File: src/sv/crse_pkg.sv
// Shared types and constants for the coterminal swap rate engine.
package crse_pkg;

  localparam logic [47:0] ONE_Q32     = 48'h0001_0000_0000;
  localparam logic [47:0] MAX48       = 48'hFFFF_FFFF_FFFF;
  localparam logic [6:0]  MAX_PERIODS = 7'd64;
  localparam logic [31:0] SWAP_POS_MAX = 32'h7FFF_FFFF;
  localparam logic [31:0] SWAP_NEG_MAX = 32'h8000_0000;

  typedef struct packed {
    logic signed [31:0] forward_rate;
    logic [31:0]        accrual;
    logic               restart;
  } in_word_t;

  typedef struct packed {
    logic [6:0]         position;
    logic [47:0]        discount_ratio;
    logic [47:0]        annuity;
    logic signed [31:0] swap_rate;
    logic               saturated;
    logic               zero_annuity;
  } out_word_t;

  // Classified period as handed from the front end to the back end.
  typedef struct packed {
    logic [37:0] factor;
    logic        kill;
    logic [31:0] tau;
    logic        restart;
  } job_t;

endpackage

File: src/sv/crse_queue.sv
// Two-entry queue of jobs between the front end and the back end.
module crse_queue import crse_pkg::*; (
  input  logic clk,
  input  logic rst,
  input  logic push,
  input  job_t push_job,
  output logic full,
  input  logic pop,
  output logic avail,
  output job_t pop_job
);

  job_t       slots [2];
  logic       wr_ptr;
  logic       rd_ptr;
  logic [1:0] count;

  assign full    = (count == 2'd2);
  assign avail   = (count != 2'd0);
  assign pop_job = slots[rd_ptr];

  always_ff @(posedge clk) begin
    if (rst) begin
      wr_ptr <= 1'b0;
      rd_ptr <= 1'b0;
      count  <= 2'd0;
    end else begin
      if (push) wr_ptr <= ~wr_ptr;
      if (pop)  rd_ptr <= ~rd_ptr;
      count <= count + {1'b0, push} - {1'b0, pop};
    end
  end

  always_ff @(posedge clk) begin
    if (push) begin
      slots[wr_ptr] <= push_job;
    end
  end

endmodule

File: config.mk
export PLATFORM = sky130hd
export DESIGN_NAME = crse_queue
export DESIGN_NICKNAME = d
export VERILOG_FILES = /design/src/sv/crse_pkg.sv /design/src/sv/crse_queue.sv
export SDC_FILE = /design/constraint.sdc
export NUM_CORES = 1
export LEC_CHECK = 0
export ABC_AREA = 1
export BUFFER_PORTS_ARGS = -buffer_cell sky130_fd_sc_hd__buf_2
export CAP_MARGIN = 25
export CORE_ASPECT_RATIO = 1.5
export CORE_UTILIZATION = 47
export CTS_CLUSTER_DIAMETER = 200
export CTS_CLUSTER_SIZE = 8
export DETAILED_ROUTE_END_ITERATION = 10
export GPL_ROUTABILITY_DRIVEN = 0
export HOLD_SLACK_MARGIN = 0.08
export PLACE_DENSITY = 0.8
export SYNTH_ARGS = -nofsm -noshare
export SYNTH_HDL_FRONTEND = slang
export SYNTH_SLANG_ARGS = --single-unit
File: constraint.sdc
create_clock -name clk -period 3.7 [get_ports clk]
set_input_delay 0.37 -clock clk [delete_from_list [all_inputs] [get_ports clk]]
set_output_delay 0.37 -clock clk [all_outputs]
set_load 0.02 [all_outputs]
### After elaboration in Yosys (flattened, before gate mapping)

Memories as Yosys holds them, arrays and structs flattened. A register that Yosys moved wholly into a read port is not among the register bits.
Index checks and enable logic that the tools add are counted.

| word-level totals | value |
|---|---|
| word-level logic and storage cells | 14 |
| bits in writable memories | 144 |
| register bits | 4 |
| memories kept | 1 |
| output and inout bits | 74 |

Memory list:

| memory | depth | bits a word | read ports | clocked after memory_dff | wr ports | RTL line | source |
|---|---|---|---|---|---|---|---|
| slots | 2 | 72 | 1 | 1 | 1 | crse_queue.sv:13 | `job_t slots [2];` |

| operators by class | value |
|---|---|
| $add $sub $neg | 2 |
| reductions and logical operators | 1 |
| equal/unequal tests | 1 |
| multiplexer cells | 4 |
| bitwise operators | 2 |

Operators with widths:

| kind | number |
|---|---|
| two-way mux 1 bit | 4 |
| adder 2 x 1 -> 2 bit | 1 |
| == test 2 bit, second input constant | 1 |
| inverter 1 bit | 2 |
| nonzero test 2 bit | 1 |
| subtractor 2 x 1 -> 2 bit | 1 |

### Depth between registers and ports, before layout

| depth | value |
|---|---|
| depth in word-level cells | 3 |
| gate-level depth with buffers | 9 |
| gate-level depth less buffers | 9 |

### Worst setup path before layout

Ideal clock, no wire load.

| timing | value |
|---|---|
| path kind | input port to flip-flop |
| start | in push |
| end | mem slots[0][0] in the netlist's numbering, enable pin |
| buffers on the path | 0 |
| path slack | -0.232 ns |
| stages | 2 |
| arrival | 3.428 ns |
| required time | 3.196 ns |
| cells stage by stage | inv_1 -> nor2_1 |

| between the ends | value |
|---|---|
| longest elaborated chain between the ends | 2 |

Ends and longest elaborated chain:

| what | RTL line | source |
|---|---|---|
| start: declaration | crse_queue.sv:5 | `input logic push,` |
| two-way mux 1 bit | crse_queue.sv:35 | `if (push) begin` |
| two-way mux 1 bit (implied by the code) | crse_queue.sv:36 | `slots[wr_ptr] <= push_job;` |
| end: declaration | crse_queue.sv:13 |  |

No other way between the ends.

==> results.py <==
metrics = {
    "floorplan": {
        "die_h_um": 138,
        "die_area_um2": 12700,
        "io_pins": 150,
        "rows": 49,
        "core_area_um2": 12000,
        "die_w_um": 92.5,
        "initial_core_util_pct": 48.3,
    },
    "drt": {
        "drt_iter0_markers": 129,
        "detail_route.wl_per_cell_um": 17.1,
        "antenna_left": 0,
        "vias_per_cell": 4.82,
        "drc_errors": 0,
        "dr.pass1.iters": 4,
        "wl_um": 10100,
        "vias": 2828,
    },
    "cells_and_area": {
        "fin_nets": 498,
        "seq_area_um2": 4430,
        "final_common_cell": "buf_2",
        "fillers": 898,
        "drive_gt1_share_pct": 59.1,
        "area_delta_synth_final_pct": 24.9,
        "final_cell_mix": "buf_2 (149), edfxtp_1 (144), mux2_4 (70)",
        "multi_input_area_um2": 1170,
    },
    "clock_network": {
        "clock_latency_ps": 410,
        "ctsResizeCount": 0,
        "cts_tree": "done",
        "cts_setup_buffers": 0,
        "cts_sinks": 149,
        "clockBufferDepth": 2,
        "ctsHoldBuffers": 0,
        "cts-buffers-inserted": 17,
        "root_buffer": "clkbuf_16",
        "clkTransAtPathRegs_ps": 60,
        "ctsHtreeMaxLevel": 4,
    },
    "timing": {
        "fin_tns_setup_ps": 0,
        "setup_viol": 0,
        "min_period_over_period_pct": 70.0,
        "rsz0062_at_grt": "false",
        "fmax_ghz": 0.386,
        "fin_crit_ps": 2590,
        "worstMarginPinSlew_ps": 862,
        "max_slew_margin_pct": 42.5,
        "drv_slew": 0,
        "hold_viol_final": 0,
        "fin_skew_ps": 5.53,
    },
    "synth": {
        "yosysUniqueCellTypes": 14,
        "ys_seq_area_share_pct": 76.6,
        "synth-simple-area-share_pct": 0.954,
        "synth_mux_area_share_pct": 18.6,
        "synthCells": 255,
        "syn_nets": 333,
        "synth-seq-cells": 149,
        "yosys_warnings": 0,
        "synth_xor_area_share_pct": 0.152,
        "synth_top_family_by_area": "multiplexers",
        "synth_fa_ha_area_share_pct": 0.433,
        "synth_compound_area_share_pct": 0.0867,
        "syn_area_um2": 5770,
        "syn_area_per_cell_um2": 22.6,
    },
    "grt": {
        "antenna_found_initial": 4,
        "gr-total-overflow": 0,
        "grt_pass1_vias": 2939,
        "track_usage_pct": 16.1,
        "grt_max_degree": 48,
        "grt_pass1_wl_um": 14600,
    },
    "worst_setup_path": {
        "critical_path_required_ps": 3330,
        "r2r_end": "slots[0][19]",
        "cp-end-kind": "primary output",
        "critPathLaunchType": "register",
        "max_stage_delay_ps": 910,
        "arrival_ps": 2220,
        "reg2reg_depth": 2,
        "worstSetupPathType": "reg2out",
        "rr_startpoint": "wr_ptr",
        "regToRegSetupSlack_ps": 2010,
        "crit_fanout": 47,
        "path_cells": "buf_4 > mux2_4 > buf_2",
        "critPathSlowestCell": "dfxtp_4",
    },
    "worst_hold_path": {
        "min_from": "push_job[66]",
        "holdPathStages": 1,
        "hp-class": "in2reg",
        "holdPathEnd": "slots[0][66]",
    },
    "power": {
        "p_per_area_nw_per_um2": 580,
        "p_leak_uw": 0.00291,
        "p_total_uw": 4190,
        "vdd_ir_drop_max_uv": 342,
    },
    "place": {
        "dp_hpwl_um": 7000,
        "portBuffers": 149,
    },
    "run": {
        "maxCapViolCount": 0,
    },
    "run_status": {
        "outcome": "completed",
    },
}
cells in the mapped netlist:
library cell  instances  share of area, %
edfxtp_1            144                75
mux2_2                2              0.39
buf_6                 1              0.20
a21oi_1               1             0.087
xnor2_1               1              0.15
nor3_1                1             0.087
buf_12                7               2.4
ha_1                  2              0.43
mux2_4               70                18
inv_1                 8              0.52
dfxtp_1               5               1.7
nor2_1                7              0.46
nand2_1               5              0.33
nand3_1               1             0.087
area by class of cell:
type                            count  share of cell area [%]
Inverter                            8                   0.434
Clock inverter                     13                    2.15
Sequential cell                   149                    61.4
Timing Repair Buffer              154                    11.0
Tap cell                          153                    2.65
Clock buffer                       19                    6.00
Antenna cell                        1                  0.0347
Multi-Input combinational cell     90                    16.3
state kept, by name, summed over array words and instances (netlist names), named ones only:
name	cells
wr_ptr	1
count	2
slots	144
rd_ptr	1
metrics by stage:
stage               worst slack [ps]  std cells  hold slack, ps  util (%)  area (µm²)
floorplan                       1020        255             441         -        5780
global placement                1510        554             492      55.4        6620
detailed placement              1490        554             507      55.4        6620
CTS                             1040        586             126      60.3        7210
global route                     971        586             121      60.3        7210
finish                          1110        587             144      60.3        7210
where the power goes:
group | total (µW) | internal, µW | switching [µW] | leakage (µW)
registers | 2010 | 1950 | 52.0 | 0.00139
clock network | 1690 | 1060 | 635 | 0.000277
logic | 486 | 231 | 255 | 0.00124
worst max-delay path: cells and delay by family (launching register included):
kind,cells,cell delay (ps)
buf+inv,2,560
mux,1,330
flops,1,910
cells by family after synthesis:
logic type | Yosys count
adder cells (fa/ha/maj) | 2
AO/OA/AOI/OAI | 1
AND/OR/NAND/NOR | 14
buffers and inverters | 16
multiplexers | 72
flip-flops | 149
XOR/XNOR | 1
worst max-delay path by stage:
stage | startpoint | endpoint | slack, ps
5_1_grt | register | pop_job[26] | 970
4_1_cts | register | pop_job[70] | 1040
2_1_floorplan | push | slots[0][0] | 1020
3_5_place_dp | register | pop_job[70] | 1490
3_3_place_gp | register | pop_job[45] | 1510
6_report | register | pop_job[70] | 1110
layer usage:
layer | wire, µm | track usage (%) | up-vias
met5 | 41 | 0 | -
met4 | 208 | 6.94 | 6
met3 | 633 | 7.23 | 22
met2 | 5630 | 29.3 | 100
met1 | 3550 | 15.5 | 1375
li1 | - | - | 1325
Note: power is estimated with default switching activity, not from simulation.
