[config.mk]
export PLATFORM = sky130hd
export DESIGN_NAME = crse_front
export DESIGN_NICKNAME = d
export VERILOG_FILES = /design/src/sv/crse_pkg.sv /design/src/sv/crse_front.sv
export SDC_FILE = /design/constraint.sdc
export NUM_CORES = 2
export LEC_CHECK = 0
export BUFFER_PORTS_ARGS = -buffer_cell sky130_fd_sc_hd__buf_2
export CORE_MARGIN = 2
export CORE_UTILIZATION = 50
export DETAILED_ROUTE_END_ITERATION = 10
export GPL_TIMING_DRIVEN = 0
export PLACE_DENSITY = 0.67
export REMOVE_ABC_BUFFERS = 1
export SYNTH_ARGS = -nofsm -noshare
export SYNTH_HDL_FRONTEND = slang
export SYNTH_SLANG_ARGS = --single-unit
[constraint.sdc]
create_clock -name clk -period 14.7 [get_ports clk]
set_input_delay 2.94 -clock clk [delete_from_list [all_inputs] [get_ports clk]]
set_output_delay 2.94 -clock clk [all_outputs]
set_load 0.005 [all_outputs]
[src/sv/crse_pkg.sv]
// Shared types and constants for the coterminal swap rate engine.
package crse_pkg;

  localparam logic [47:0] ONE_Q32     = 48'h0001_0000_0000;
  localparam logic [47:0] MAX48       = 48'hFFFF_FFFF_FFFF;
  localparam logic [6:0]  MAX_PERIODS = 7'd64;
  localparam logic [31:0] SWAP_POS_MAX = 32'h7FFF_FFFF;
  localparam logic [31:0] SWAP_NEG_MAX = 32'h8000_0000;

  typedef struct packed {
    logic signed [31:0] forward_rate;
    logic [31:0]        accrual;
    logic               restart;
  } in_word_t;

  typedef struct packed {
    logic [6:0]         position;
    logic [47:0]        discount_ratio;
    logic [47:0]        annuity;
    logic signed [31:0] swap_rate;
    logic               saturated;
    logic               zero_annuity;
  } out_word_t;

  // Classified period as handed from the front end to the back end.
  typedef struct packed {
    logic [37:0] factor;
    logic        kill;
    logic [31:0] tau;
    logic        restart;
  } job_t;

endpackage

[src/sv/crse_front.sv]
// Front end: accepts input words and turns each into a growth factor job.
module crse_front import crse_pkg::*; (
  input  logic     clk,
  input  logic     rst,
  input  logic     in_valid,
  output logic     in_ready,
  input  in_word_t in_word,
  output logic     push,
  output job_t     push_job,
  input  logic     q_full
);

  logic        stage_valid;
  logic [31:0] fmag;
  logic        f_neg;
  logic [31:0] tau;
  logic        restart;
  logic [63:0] prod;
  logic [36:0] d;

  assign push     = stage_valid && !q_full;
  assign in_ready = !stage_valid || push;

  always_ff @(posedge clk) begin
    if (rst) begin
      stage_valid <= 1'b0;
    end else if (in_ready) begin
      stage_valid <= in_valid;
    end
  end

  always_ff @(posedge clk) begin
    if (in_valid && in_ready) begin
      f_neg   <= in_word.forward_rate[31];
      fmag    <= in_word.forward_rate[31] ? (32'd0 - in_word.forward_rate)
                                          : in_word.forward_rate;
      tau     <= in_word.accrual;
      restart <= in_word.restart;
    end
  end

  always_comb begin
    prod = fmag * tau;
    d    = prod[62:26];
    push_job.tau     = tau;
    push_job.restart = restart;
    push_job.kill    = 1'b0;
    if (!f_neg) begin
      push_job.factor = {6'd0, ONE_Q32[31:0]} + {1'b0, d} + 38'h1_0000_0000
                        - {6'd0, ONE_Q32[31:0]};
    end else if ({1'b0, d} <= 38'h1_0000_0000) begin
      push_job.factor = 38'h1_0000_0000 - {1'b0, d};
    end else begin
      push_job.factor = '0;
      push_job.kill   = 1'b1;
    end
  end

endmodule

Word level (Yosys, flattened, before mapping)
Index checks and enable logic that the tools add are counted.
{"block": "op_classes", "add_sub_neg": 3, "n_mul": 1, "div_mod_pow": 0, "order_cmp": 1, "n_eq_ne": 0, "shifts": 0, "n_mux": 5, "n_bitwise": 0, "reduce_logical": 5}
{"cell": "$mux 38", "count": 2}
{"cell": "$mul 32x32->63", "count": 1}
{"cell": "$add 37x33->38 const B", "count": 1}
{"cell": "$sub 33x37->38 const A", "count": 1}
{"cell": "$le 37x33->1 const B", "count": 1}
{"cell": "$sub 1x32->32 const A", "count": 1}
{"cell": "$mux 31", "count": 1}
{"cell": "$logic_and 1x1->1", "count": 2}
{"cell": "$logic_not 1->1", "count": 2}
{"cell": "$mux 1", "count": 2}
{"cell": "$logic_or 1x1->1", "count": 1}
{"block": "word_totals", "reg_bits": 67, "latch_bits": 0, "ramBits": 0, "romBits": 0, "input_bits": 69, "output_inout_bits": 74, "elab_cells": 21, "mem_count": 0}

Depth between registers and ports, before layout
{"block": "depth", "word_depth": 4, "depth_mapped": 34, "ltp_nobuf": 31}

Worst setup path before layout
No wires, ideal clock.
{"block": "synth_timing", "path_type": "reg-to-output", "start": "register fmag[31]", "end": "output port push_job[65] (netlist name)", "t_arrival_ps": 8305, "t_required_ps": 11760, "setup_slack_ps": 3455, "stages_incl_launch_ff": 30, "path_buffers": 2, "path_cell_list": "edfxtp_1 > clkbuf_1 > nand2_1 > fa_1 > inv_1 > fa_1 > fa_1 > inv_1 > fa_1 > inv_1 > fa_1 > fa_1 > fa_1 > inv_1 > fa_1 > inv_1 > ha_1 > clkbuf_1 > nand4_1 > or4_1 > a2111o_1 > a31oi_2 > and2_1 > o311ai_1 > a211oi_2 > nand4_2 > or4b_4 > nor4_4 > nor4_1 > a311o_1"}
{"item": "start: declaration", "line_no": "crse_front.sv:14", "source": "logic [31:0] fmag;"}
{"item": "start signal: assignment", "line_no": "crse_front.sv:35", "source": "fmag <= in_word.forward_rate[31] ? (32'd0 - in_word.forward_rate)"}
{"item": "end: declaration", "line_no": "crse_front.sv:9", "source": "output job_t push_job,"}

==> impl_metrics.py <==
metrics = {
    "status": {
        "status": "finished, final reports clean",
    },
    "routing": {
        "wl_per_cell_um": 20.5,
        "drt_pass1_iterations": 6,
        "vias_per_cell": 5.61,
        "vias": 28900,
        "drtIter0Drc": 1903,
        "drc": 0,
        "antenna_left": 0,
        "wl_mm": 105,
    },
    "worst_setup_path": {
        "cpMaxStageDelayCell": "o21ai_2",
        "cp_num_buf_inv": 5,
        "critical-path-max-stage-delay_ns": 0.83,
        "worstSetupEndpointType": "primary output",
        "required_ns": 11.76,
        "rrSetupSlack_ns": 13.12,
        "r2r-start": "stage_valid",
        "crit_fanout": 25,
        "r2r-end": "tau[13]",
        "crit_path_frequent_cell": "fa_1",
        "startpoint_type": "register",
        "crit_type": "reg -> out",
        "ff2ff_path_depth": 2,
        "cpLargestDelayFamily": "adder cells",
        "critPathArrivalTime_ns": 11.17,
    },
    "grt": {
        "track_usage_pct": 27.4,
        "first_global_vias": 30700,
        "grt_overflow": 0,
        "grt_max_degree": 67,
        "grt_antenna_before_repair": 3,
        "grt_pass1_wl_mm": 168,
    },
    "placement": {
        "gp_congestion": 0.932,
        "dp.final_hpwl_mm": 83.7,
        "port_buffers": 142,
    },
    "timing": {
        "slew_headroom_pct": 8.61,
        "finalSetupViolations": 0,
        "rsz0062_at_grt": "no",
        "holdWs_ns": 0.524,
        "slew_viol_final": 0,
        "min_period_over_period_pct": 96.0,
        "period_minus_slack_ns": 14.11,
        "clock_skew_ns": 0.0153,
        "worst_pin_slew_ns": 1.37,
        "tns_ns": 0,
        "hold_viol": 0,
        "max_freq_mhz": 70.9,
    },
    "hold_path": {
        "min_path_cells": 2,
        "holdPathEnd": "stage_valid",
        "min_from": "stage_valid",
        "hp-class": "reg -> reg",
    },
    "clocking": {
        "clk-insertion-delay-late_ns": 0.35,
        "cts-buffers-inserted": 9,
        "cts_setup_buffers": 0,
        "post_cts_resize_count": 0,
        "htree_levels": 3,
        "ctsHoldBuffers": 0,
        "clock_sinks": 67,
        "cts_root_buf": "clkbuf_16",
        "cts.clk_slew.worst_paths_ns": 0.07,
        "clock_path_buffers": 2,
        "cts_tree": "built",
    },
    "floorplanning": {
        "fp.dieW_um": 279,
        "dieArea_sq_um": 77900,
        "die_y_um": 279,
        "fp-row-count": 100,
        "io_pins": 143,
        "coreArea_sq_um": 74700,
        "initial_core_util_pct": 50.6,
    },
    "finish": {
        "drive_gt1_share_pct": 6.10,
        "area_delta_synth_final_pct": 8.03,
        "regArea_sq_um": 2000,
        "nets": 5400,
        "fillers": 6693,
        "multi_input_area_sq_um": 31600,
    },
    "logic_synthesis": {
        "synthDistinctLibCells": 89,
        "yosys_register_bits": 67,
        "synth_area_sq_um": 37800,
        "avgSynthCellArea_sq_um": 9.00,
        "synth_area_leaders": "fa_1 47%, and2_1 9.7%, inv_1 8.7%",
        "synthCells": 4201,
        "synthArstFlopShare_pct": 0,
        "yosys_most_used_dff": "edfxtp_1",
        "yosysSeqAreaShare_pct": 5.29,
        "ys_warn_count": 0,
        "synth_edf_count": 66,
        "synth_top_area_share_pct": 47.3,
        "yosys.area.top_type": "fa_1",
    },
    "run": {
        "max_cap_violations": 0,
    },
}
-- tightest hold or removal path, cell delays in order, from the launching register on --
cell	delay (ns)
dfxtp_1	0.35
a21oi_1	0.07
nor2_1	0.07
-- logic make-up after synthesis --
family / Yosys count / share of synthesized area (%)
AO/OA/AOI/OAI: 387 / 6.69
XOR/XNOR: 59 / 1.42
adder cells (fa/ha/maj): 1153 / 55.9
buffers and inverters: 1115 / 11.1
flip-flops: 67 / 5.29
multiplexers: 10 / 0.275
AND/OR/NAND/NOR: 1410 / 19.3
-- cell usage in the layout (no fill, tap or decap), types with 21 or more instances in the layout --
master      n
a21oi_1    99
and2_1    586
buf_16     61
buf_2     142
edfxtp_1   66
fa_1      894
ha_1      259
inv_1     876
nand2_1   557
nand3_1    24
nand4_1    48
nor2_1     76
nor4_1     21
o21ai_0    68
o21ai_1    30
xnor2_1    47
-- cells in the mapped netlist (all sizes together), types with 7 or more instances --
cell type,count
edfxtp,66
ha,259
o21a,20
or2,7
or3,17
o31ai,13
nand2,557
o22ai,9
o21bai,10
nor2b,10
o41ai,7
xnor2,48
a31o,7
buf,18
a21oi,100
clkbuf,221
o21ai,99
a21o,20
nand4,50
a211oi,15
or4,9
xor2,11
a31oi,9
and3,7
nor3,19
and2,587
o211ai,22
fa,894
nor4,24
mux2i,7
nor2,77
inv,876
nand3,24
-- stage by stage --
stage | cell area [sq um] | util (%) | cells | worst slack, ns
floorplan | 36900 | - | 3962 | 3.12
global placement | 38800 | 52.0 | 5073 | 0.642
detailed placement | 39600 | 53.0 | 5102 | 0.764
CTS | 39900 | 53.4 | 5118 | 0.332
global route | 40900 | 54.7 | 5152 | 0.0330
finish | 40900 | 54.7 | 5154 | 0.592
-- flip-flops by register name (all words and copies together), names as in the netlist --
signal and flops:
fmag 32, tau 32, f_neg 1, restart 1, stage_valid 1
-- layer usage --
metal	vias to the layer above	wire length (um)	part of all wire (%)	global-route usage, %
li1	12700	-	-	-
met1	15100	44200	42	37.9
met2	1013	51600	49	47.1
met3	151	7030	6.7	2.69
met4	0	2560	2.4	6.08
met5	-	0	0	0
-- worst max path at each step --
stage | cells past startpoint | endpoint | startpoint
3_3_place_gp | 29 | push_job[42] | fmag[7]
6_report | 28 | push_job[49] | tau[18]
5_1_grt | 31 | push_job[36] | tau[18]
2_1_floorplan | 29 | push_job[65] | tau[17]
3_5_place_dp | 29 | push_job[42] | fmag[25]
4_1_cts | 29 | push_job[42] | fmag[25]
-- cell type report --
| cell class | instances | area share [%] |
|---|---|---|
| Sequential cell | 67 | 4.90 |
| Timing Repair Buffer | 205 | 5.96 |
| Inverter | 876 | 8.05 |
| Clock buffer | 9 | 0.551 |
| Tap cell | 969 | 2.97 |
| Multi-Input combinational cell | 3019 | 77.4 |
| Clock inverter | 7 | 0.199 |
| Antenna cell | 2 | 0.0123 |
Power is left out: the tool's default activity adds up to more than one toggle a clock period on the data nets, which glitch-free logic cannot reach.
