`config.mk`:
```
export PLATFORM = sky130hd
export DESIGN_NAME = crse_back
export DESIGN_NICKNAME = d
export VERILOG_FILES = /design/src/sv/crse_pkg.sv /design/src/sv/crse_back.sv
export SDC_FILE = /design/constraint.sdc
export NUM_CORES = 2
export LEC_CHECK = 0
export ABC_CLOCK_PERIOD_IN_PS = 17240
export BUFFER_PORTS_ARGS = -buffer_cell sky130_fd_sc_hd__clkbuf_2
export CAP_MARGIN = 0
export CORE_MARGIN = 1
export CORE_UTILIZATION = 57
export DETAILED_ROUTE_END_ITERATION = 10
export HOLD_SLACK_MARGIN = 0.1
export PLACE_DENSITY = 0.74
export SLEW_MARGIN = 0
export SYNTH_ARGS = -nofsm -noshare
export SYNTH_HDL_FRONTEND = slang
export SYNTH_SLANG_ARGS = --single-unit
```
`constraint.sdc`:
```
create_clock -name clk -period 17.24 [get_ports clk]
set_input_delay 4.31 -clock clk [delete_from_list [all_inputs] [get_ports clk]]
set_output_delay 4.31 -clock clk [all_outputs]
set_load 0.1 [all_outputs]
```
`src/sv/crse_pkg.sv`:
```
// Shared types and constants for the coterminal swap rate engine.
package crse_pkg;

  localparam logic [47:0] ONE_Q32     = 48'h0001_0000_0000;
  localparam logic [47:0] MAX48       = 48'hFFFF_FFFF_FFFF;
  localparam logic [6:0]  MAX_PERIODS = 7'd64;
  localparam logic [31:0] SWAP_POS_MAX = 32'h7FFF_FFFF;
  localparam logic [31:0] SWAP_NEG_MAX = 32'h8000_0000;

  typedef struct packed {
    logic signed [31:0] forward_rate;
    logic [31:0]        accrual;
    logic               restart;
  } in_word_t;

  typedef struct packed {
    logic [6:0]         position;
    logic [47:0]        discount_ratio;
    logic [47:0]        annuity;
    logic signed [31:0] swap_rate;
    logic               saturated;
    logic               zero_annuity;
  } out_word_t;

  // Classified period as handed from the front end to the back end.
  typedef struct packed {
    logic [37:0] factor;
    logic        kill;
    logic [31:0] tau;
    logic        restart;
  } job_t;

endpackage

```
`src/sv/crse_back.sv`:
```
// Back end: multiply-accumulate sequencer, iterative divider and output register.
module crse_back import crse_pkg::*; (
  input  logic      clk,
  input  logic      rst,
  input  logic      avail,
  input  job_t      pop_job,
  output logic      pop,
  output logic      out_valid,
  input  logic      out_ready,
  output out_word_t out_word
);

  typedef enum logic [5:0] {
    S_IDLE  = 6'b000001,
    S_MUL   = 6'b000010,
    S_RATIO = 6'b000100,
    S_NUM   = 6'b001000,
    S_DIV   = 6'b010000,
    S_DONE  = 6'b100000
  } state_t;

  state_t      state;
  logic [2:0]  step;
  logic [4:0]  div_cnt;
  job_t        job;
  logic [47:0] prev;
  logic [47:0] running_ratio;
  logic [47:0] running_annuity;
  logic [6:0]  period_count;
  logic [95:0] acc;
  logic        sat;
  logic        zero_ann;
  logic        big;
  logic        num_neg;
  logic [47:0] num;
  logic [47:0] rem;
  logic [31:0] q;

  logic [31:0] mul_a;
  logic [31:0] mul_b;
  logic [1:0]  mul_sh;
  logic [63:0] mul_p;
  logic [95:0] acc_next;
  logic [47:0] term;
  logic        term_sat;
  logic [48:0] ann_sum;
  logic [48:0] rem2;
  logic [49:0] ann3;
  logic        load_out;
  logic [31:0] swap;
  logic        swap_sat;

  assign pop = (state == S_IDLE) && avail;

  // Operand selection of the shared 32x32 multiplier.
  always_comb begin
    case (step)
      3'd0: begin mul_a = job.tau; mul_b = prev[31:0]; mul_sh = 2'd0; end
      3'd1: begin mul_a = job.tau; mul_b = {16'd0, prev[47:32]}; mul_sh = 2'd1; end
      3'd2: begin mul_a = prev[31:0]; mul_b = job.factor[31:0]; mul_sh = 2'd0; end
      3'd3: begin mul_a = prev[31:0]; mul_b = {26'd0, job.factor[37:32]}; mul_sh = 2'd1; end
      3'd4: begin mul_a = {16'd0, prev[47:32]}; mul_b = job.factor[31:0]; mul_sh = 2'd1; end
      3'd5: begin
        mul_a = {16'd0, prev[47:32]}; mul_b = {26'd0, job.factor[37:32]}; mul_sh = 2'd2;
      end
      default: begin mul_a = '0; mul_b = '0; mul_sh = 2'd0; end
    endcase
    mul_p = mul_a * mul_b;
    case (mul_sh)
      2'd1:    acc_next = {mul_p, 32'd0};
      2'd2:    acc_next = {mul_p[31:0], 64'd0};
      default: acc_next = {32'd0, mul_p};
    endcase
    if (step == 3'd0 || step == 3'd2) begin
      acc_next = acc_next;
    end else begin
      acc_next = acc + acc_next;
    end
  end

  // Annuity term from the finished tau * prev product.
  always_comb begin
    term_sat = (acc[95:76] != 20'd0);
    term     = term_sat ? MAX48 : acc[75:28];
    ann_sum  = {1'b0, running_annuity} + {1'b0, term};
  end

  assign rem2 = {rem, 1'b0};
  assign ann3 = {1'b0, running_annuity, 1'b0} + {2'd0, running_annuity};

  always_comb begin
    swap_sat = 1'b0;
    if (zero_ann) begin
      swap = '0;
    end else if (big) begin
      swap_sat = 1'b1;
      swap = num_neg ? SWAP_NEG_MAX : SWAP_POS_MAX;
    end else if (!num_neg) begin
      swap_sat = (q > SWAP_POS_MAX);
      swap = swap_sat ? SWAP_POS_MAX : q;
    end else begin
      swap_sat = (q > SWAP_NEG_MAX);
      swap = swap_sat ? SWAP_NEG_MAX : (32'd0 - q);
    end
  end

  assign load_out = (state == S_DONE) && (!out_valid || out_ready);

  always_ff @(posedge clk) begin
    if (rst) begin
      state           <= S_IDLE;
      step            <= 3'd0;
      div_cnt         <= 5'd0;
      running_ratio   <= ONE_Q32;
      running_annuity <= '0;
      period_count    <= '0;
      out_valid       <= 1'b0;
    end else begin
      if (load_out) begin
        out_valid <= 1'b1;
      end else if (out_ready) begin
        out_valid <= 1'b0;
      end
      case (state)
        S_IDLE: begin
          if (avail) begin
            job  <= pop_job;
            step <= 3'd0;
            sat  <= 1'b0;
            prev <= pop_job.restart ? ONE_Q32 : running_ratio;
            if (pop_job.restart) begin
              running_annuity <= '0;
              period_count    <= '0;
            end
            state <= S_MUL;
          end
        end
        S_MUL: begin
          acc <= acc_next;
          if (step == 3'd2) begin
            if (ann_sum[48]) begin
              running_annuity <= MAX48;
              sat <= 1'b1;
            end else begin
              running_annuity <= ann_sum[47:0];
              if (term_sat) sat <= 1'b1;
            end
          end
          if (step == 3'd5) begin
            state <= S_RATIO;
          end else begin
            step <= step + 3'd1;
          end
        end
        S_RATIO: begin
          if (job.kill) begin
            running_ratio <= '0;
            sat <= 1'b1;
          end else if (acc[95:80] != 16'd0) begin
            running_ratio <= MAX48;
            sat <= 1'b1;
          end else begin
            running_ratio <= acc[79:32];
          end
          if (period_count < MAX_PERIODS) period_count <= period_count + 7'd1;
          state <= S_NUM;
        end
        S_NUM: begin
          zero_ann <= (running_annuity == '0);
          num_neg  <= (running_ratio < ONE_Q32);
          num      <= (running_ratio < ONE_Q32) ? (ONE_Q32 - running_ratio)
                                                : (running_ratio - ONE_Q32);
          big      <= 1'b0;
          state    <= S_DIV;
          div_cnt  <= 5'd0;
          step     <= 3'd0;
        end
        S_DIV: begin
          if (zero_ann) begin
            state <= S_DONE;
          end else if (step == 3'd0) begin
            // Integer part of the quotient, at most two.
            step <= 3'd1;
            if ({2'd0, num} >= ann3) begin
              big   <= 1'b1;
              state <= S_DONE;
            end else if ({1'b0, num} >= {running_annuity, 1'b0}) begin
              q   <= 32'd2;
              rem <= num - {running_annuity[46:0], 1'b0};
            end else if (num >= running_annuity) begin
              q   <= 32'd1;
              rem <= num - running_annuity;
            end else begin
              q   <= 32'd0;
              rem <= num;
            end
          end else begin
            if (rem2 >= {1'b0, running_annuity}) begin
              rem <= 48'(rem2 - {1'b0, running_annuity});
              q   <= {q[30:0], 1'b1};
            end else begin
              rem <= rem2[47:0];
              q   <= {q[30:0], 1'b0};
            end
            if (div_cnt == 5'd29) begin
              state <= S_DONE;
            end else begin
              div_cnt <= div_cnt + 5'd1;
            end
          end
        end
        S_DONE: begin
          if (load_out) state <= S_IDLE;
        end
        default: state <= S_IDLE;
      endcase
    end
  end

  always_ff @(posedge clk) begin
    if (load_out) begin
      out_word.position       <= period_count;
      out_word.discount_ratio <= running_ratio;
      out_word.annuity        <= running_annuity;
      out_word.swap_rate      <= swap;
      out_word.saturated      <= sat | swap_sat;
      out_word.zero_annuity   <= zero_ann;
    end
  end

`ifndef SYNTHESIS
  a_pop_idle: assert property (@(posedge clk) disable iff (rst)
    pop |-> state == S_IDLE) else $error("pop outside idle");
  a_zero_swap: assert property (@(posedge clk) disable iff (rst)
    out_valid && out_word.zero_annuity |-> out_word.swap_rate == 0 && out_word.annuity == 0)
    else $error("zero annuity with nonzero swap rate");
  a_step_range: assert property (@(posedge clk) disable iff (rst)
    state == S_MUL |-> step <= 3'd5) else $error("multiply step out of range");
  a_load_done: assert property (@(posedge clk) disable iff (rst)
    load_out |=> state == S_IDLE && out_valid) else $error("result load lost");
`endif

endmodule

```
Word-level counts from Yosys, hierarchy flattened
Index checks and enable logic that the tools add are counted.
{ "totals": {"ff_bits": 602, "input_bits": 76, "output_inout_bits": 139} }
{ "op_classes": {"n_addsub": 12, "mul": 1, "order_cmp": 8, "n_eq_ne": 31, "muxes": 66, "bitwise": 3, "reduce_logical": 32} }
{ "op_table": {"columns": ["operator", "count"], "rows": [
  ["$mux 48", 13],
  ["$mux 32", 7],
  ["$pmux 96 s2", 1],
  ["$sub 48x48->48", 3],
  ["$pmux 32 s4", 1],
  ["$add 96x96->96", 1],
  ["$mux 96", 1],
  ["$pmux 32 s3", 1],
  ["$pmux 48 s2", 1],
  ["$mul 32x32->64", 1],
  ["$add 49x48->50", 1],
  ["$ge 48x50->1", 1],
  ["$add 48x48->49", 1],
  ["$ge 48x49->1", 1],
  ["$ge 49x48->1", 1],
  ["$ge 48x48->1", 1],
  ["$logic_not 48->1", 1],
  ["$lt 48x33->1 const B", 1],
  ["$sub 33x48->48 const A", 1],
  ["$sub 48x33->48 const B", 1],
  ["$mux 6", 7],
  ["$pmux 6 s6", 1],
  ["$gt 32x31->1 const B", 1],
  ["$gt 32x32->1 const B", 1],
  ["49 further kinds", 103]
]} }

Longest topological paths before layout
{ "logic_depth": {"word_depth": 7, "ltp_mapped": 53} }

Worst setup path after synthesis
OpenSTA, ideal clock, no wires.
{ "synth_path": {"path_type": "reg2reg", "start": "register step[1]", "end": "register acc[92] (data pin)", "setup_ns": 0.260, "t_arrival_ns": 11.798, "required_time_ns": 16.980, "slack_ns": 5.182, "stages_incl_launch_ff": 45, "n_path_buf": 4, "synth_period_minus_slack_ns": 12.058, "cell_sequence": "dfxtp_1 -> inv_1 -> ha_1 -> nor2b_1 -> clkbuf_1 -> or2_2 -> clkbuf_1 -> buf_1 -> a22oi_1 -> clkbuf_1 -> nor2_1 -> fa_1 -> fa_1 -> fa_1 -> inv_1 -> fa_1 -> inv_1 -> fa_1 -> [... 9 more ...] -> o21ai_0 -> a21oi_1 -> o21ai_0 -> xor2_1 -> a22o_1 -> ha_1 -> and4_1 -> nand4_1 -> or4_1 -> inv_1 -> o2111ai_1 -> a2111o_1 -> a211o_1 -> and2_1 -> o21ai_0 -> a31oi_1 -> xnor2_1 -> mux2_2"} }
{ "synth_via": {"elab_chain_len": 7} }
{ "synth_rtl": {"columns": ["element", "line", "rtl"], "rows": [
  ["start, declared", "crse_back.sv:23", "logic [2:0] step;"],
  ["start signal, assigned", "crse_back.sv:152", "step <= step + 3'd1;"],
  ["$eq 3x3->1 (tied with other cells)", "crse_back.sv:57", "case (step)"],
  ["$reduce_or 2->1 (no line) / $reduce_or 3->1 (equally long branches)", null, null],
  ["$pmux 32 s4 (tied with other cells)", "crse_back.sv:57", null],
  ["$mul 32x32->64 (tied with other cells)", "crse_back.sv:68", "mul_p = mul_a * mul_b;"],
  ["$pmux 96 s2", "crse_back.sv:69", "case (mul_sh)"],
  ["$add 96x96->96", "crse_back.sv:77", "acc_next = acc + acc_next;"],
  ["$mux 96 *", "crse_back.sv:74", "if (step == 3'd0 || step == 3'd2) begin"],
  ["named net acc_next[92]", "crse_back.sv:43", "logic [95:0] acc_next;"],
  ["end signal, assigned", "crse_back.sv:139", "acc <= acc_next;"],
  ["end, declared", "crse_back.sv:30", "logic [95:0] acc;"]
]} }
Mark *: on every way through the listed nets, which the timed path passes. The rest lies on a longest branch.
A chain may end at the register's enable or synchronous reset.

Worst setup path in the final report
Ends and elaborated chain as after synthesis.

==> run metrics <==
outcome finished clean; Post-CTS Resized 0; final cycle utilization of the critical path 86.1%; per-cell via count in the routed design 6.31; total negative slack for setup checks 0 ns; Post-Route Skew 0.0711 ns; HPWL reported at the end of detailed placement 221 mm; part of the Yosys area used for sequential elements 21.6%; global-route wire length before repair 414 mm; transition time of the tightest slew-check pin 1.50 ns; Layout area overhead 7.14%; IO Port Bufs 214; antenna-violating nets left 0; count of flip-flops with a built-in enable after synthesis 484; CTS tree built; Clock Latency Late Sink 0.73 ns; TritonCTS buffer count 73; capturing element type of the critical path flop; number of rows in the core area 135; Post-Synthesis Mean Instance Area 8.80 um^2; post-layout min period 14.84 ns; number of antenna violations at the first check in global routing 21; number of slew-limit violations in the final report 0; Core Box Area 136000 um^2; First DRT Iteration DRCs 7886; most frequent cell on the critical path fa_1; register clock-pin slew on the reported worst setup and hold paths 0.06 ns; maximum level of the CTS H-tree 3; count of mapped cells out of synthesis 8895; number of nets in the final layout 10600; Max Buffers Root-to-Sink 3; critical setup path kind flop to flop; type of the most critical hold path flop to flop; share of final-layout standard cells stronger than drive strength 1 6.31%; Primary FF master, synth edfxtp_1; count of distinct cell types in the synthesized netlist 86; RSZ-0062 raised after global routing false; number of iterations in the first detailed-routing pass 7; net count after synthesis 10600; global-route usage over all layers 40.2%; combined area of all synthesized cells 78200 um^2; Storage cell area 16900 um^2; GR Overflow Total 0; final wirelength 278 mm; Req. time, crit path 17.71 ns; max-capacitance violation count 0; routability congestion estimate from global placement 1.04; Peak Freq 67.4 MHz; # fillers 11800; via count 67800; average wire per standard cell 25.9 um; synth warn 0; setup violation total in the final timing report 0; hold violation total from the final report 0; area used by multi-input combinational logic 56100 um^2; async set-or-reset flop fraction in the synthesized netlist 0%; Top Ports 215; worst-path cell with the longest stage delay nor2b_2; initial cell density of the core 57.6%; number of clock sinks seen by CTS 602; Die Y-Extent 372 um; signal arrival time at the worst endpoint 15.31 ns; maximum fanout count along the critical path 48; startpoint types flop; CTS hold repair buffers 0; flip-flop and latch count after synthesis 602; Die Area 139000 um^2; width of the die 372 um; Setup Buffers After CTS 0; via count of the first global-routing pass 66400; tightest slew margin relative to the limit 0.255%; peak per-stage delay on the critical path 0.81 ns; number of remaining DRC errors 0; pin count of the biggest net entering global routing 100; CTS root buf clkbuf_16
[layout make-up]
cell class                 count  area share (%)
clock buffer                  88            2.35
tap                         1781            2.66
antenna                       12          0.0358
sequential                   602            20.2
multi-input combinational   6820            66.9
clock inverter                48           0.709
timing repair buffer         359            2.58
inverter                    1037            4.64
[placed cells by master (no fill, tap or decap), types with 22 or more instances in the layout]
cell       Yosys  routed
or3_1         33      33
dfxtp_1      118     118
nor3_1       125     125
nor2b_1      126     118
o21bai_1      81      81
and3_1        39      39
ha_1         690     690
o211ai_1      57      57
clkbuf_2       0     213
a21oi_1      611     611
nand3_1       81      81
nor4_1        31      29
fa_1         902     902
nor2_1      1038    1034
mux2i_1       57      57
a21o_1       242     242
and2_1        77      77
nand4_1      116     116
nand2b_1     108     107
o21a_1        37      37
o21ai_0      347     347
o31ai_1       40      40
xor2_1       175     173
a211oi_1      73      73
nand2_1      978     976
inv_1       1035    1035
xnor2_1      241     235
a31oi_1       62      61
edfxtp_1     484     484
and4_1        22      22
clkbuf_16      0      75
a22o_1        86      85
buf_4          0     145
a22oi_1       62      58
[layer usage]
| layer | share of wire (%) | routed length, um | global-route usage (%) |
|---|---|---|---|
| met1 | 39 | 109000 | 54.6 |
| met2 | 42 | 116000 | 57.5 |
| met3 | 13 | 36000 | 11.8 |
| met4 | 6.3 | 17500 | 21.7 |
| met5 | 0.033 | 92 | 0 |
[worst max-delay path: cells and delay by family, from the launching register on]
kind,cells,cell delay [ns]
xor+xnor,2,0.33
mux,1,0.26
buf+inv,7,0.97
fa+ha+maj,11,4.75
compound gates,11,2.94
simple gates,12,4.95
flops,1,0.34
[cell families after synthesis]
| kind of cell | Yosys count | share of synthesized area [%] |
|---|---|---|
| DFF | 602 | 21.6 |
| xor gates and xnor gates | 416 | 4.66 |
| buffers and inverters | 1473 | 7.07 |
| and+or+nand+nor | 2862 | 16.3 |
| muxes | 70 | 0.916 |
| AOI/OAI and AO/OA | 1880 | 15.3 |
| adders and majority gates | 1592 | 34.1 |
[synthesized netlist by cell type (20+ instances only)]
| cell type | number | share of area [%] |
|---|---|---|
| edfxtp_1 | 484 | 19 |
| nor3_1 | 125 | 0.80 |
| fa_1 | 902 | 23 |
| nor3b_1 | 20 | 0.19 |
| o21ai_0 | 347 | 2.2 |
| inv_1 | 1035 | 5.0 |
| o22a_1 | 20 | 0.22 |
| a31oi_1 | 62 | 0.50 |
| and4_1 | 22 | 0.25 |
| o21bai_1 | 81 | 0.78 |
| nor2_1 | 1038 | 5.0 |
| xnor2_1 | 241 | 2.7 |
| and2_1 | 77 | 0.62 |
| or3_1 | 33 | 0.26 |
| a22oi_1 | 62 | 0.59 |
| nand2_1 | 978 | 4.7 |
| nand4_1 | 116 | 0.93 |
| nand2b_1 | 108 | 0.86 |
| o21a_1 | 37 | 0.36 |
| nand3_1 | 81 | 0.52 |
| ha_1 | 690 | 11 |
| and3_1 | 39 | 0.31 |
| nor2b_1 | 126 | 1.0 |
| a21oi_1 | 611 | 3.9 |
| xor2_1 | 175 | 2.0 |
| nor4_1 | 31 | 0.25 |
| mux2i_1 | 57 | 0.73 |
| o31ai_1 | 40 | 0.38 |
| o211ai_1 | 57 | 0.55 |
| dfxtp_1 | 118 | 3.0 |
| a211oi_1 | 73 | 0.70 |
| a21o_1 | 242 | 2.3 |
| a22o_1 | 86 | 0.96 |
| a221oi_1 | 20 | 0.22 |
| buf_1 | 36 | 0.17 |
| clkbuf_1 | 398 | 1.9 |
[registers in the layout (all words and copies together), names as in the netlist, 3 cells and up]
| signal | cells |
|---|---|
| q | 32 |
| step | 3 |
| state | 6 |
| div_cnt | 5 |
| job | 71 |
| num | 48 |
| rem | 48 |
| acc | 96 |
| running_annuity | 48 |
| running_ratio | 48 |
| out_word | 137 |
| period_count | 7 |
| prev | 48 |
[final timing paths]
check                                    start                      end  slack [ns]  cells after the start
setup / recovery          step[1]$_SDFFE_PP0P_        acc[92]$_DFFE_PP_        2.40                     44
hold / removal    period_count[1]$_SDFFE_PP0P_  out_word[131]$_DFFE_PP_        0.50                      0
setup reg to reg          step[1]$_SDFFE_PP0P_        acc[92]$_DFFE_PP_        2.40                     44
hold reg to reg   period_count[1]$_SDFFE_PP0P_  out_word[131]$_DFFE_PP_        0.50                      0
[stage by stage]
stage                     util (%)  worst slack, ns  instance area, um^2  instances  hold slack [ns]
after floorplan                  -             5.18                78200       8895            0.442
after global placement        59.8             2.68                81200      10600            0.474
after detailed placement      59.8             2.51                81200      10600            0.476
after CTS                     61.7             2.48                83800      10700            0.491
after global routing          61.7             1.85                83800      10700            0.515
final                         61.7             2.40                83800      10700            0.501
Power is left out: the tool's default activity adds up to more than one toggle a clock period on the data nets, which glitch-free logic cannot reach.
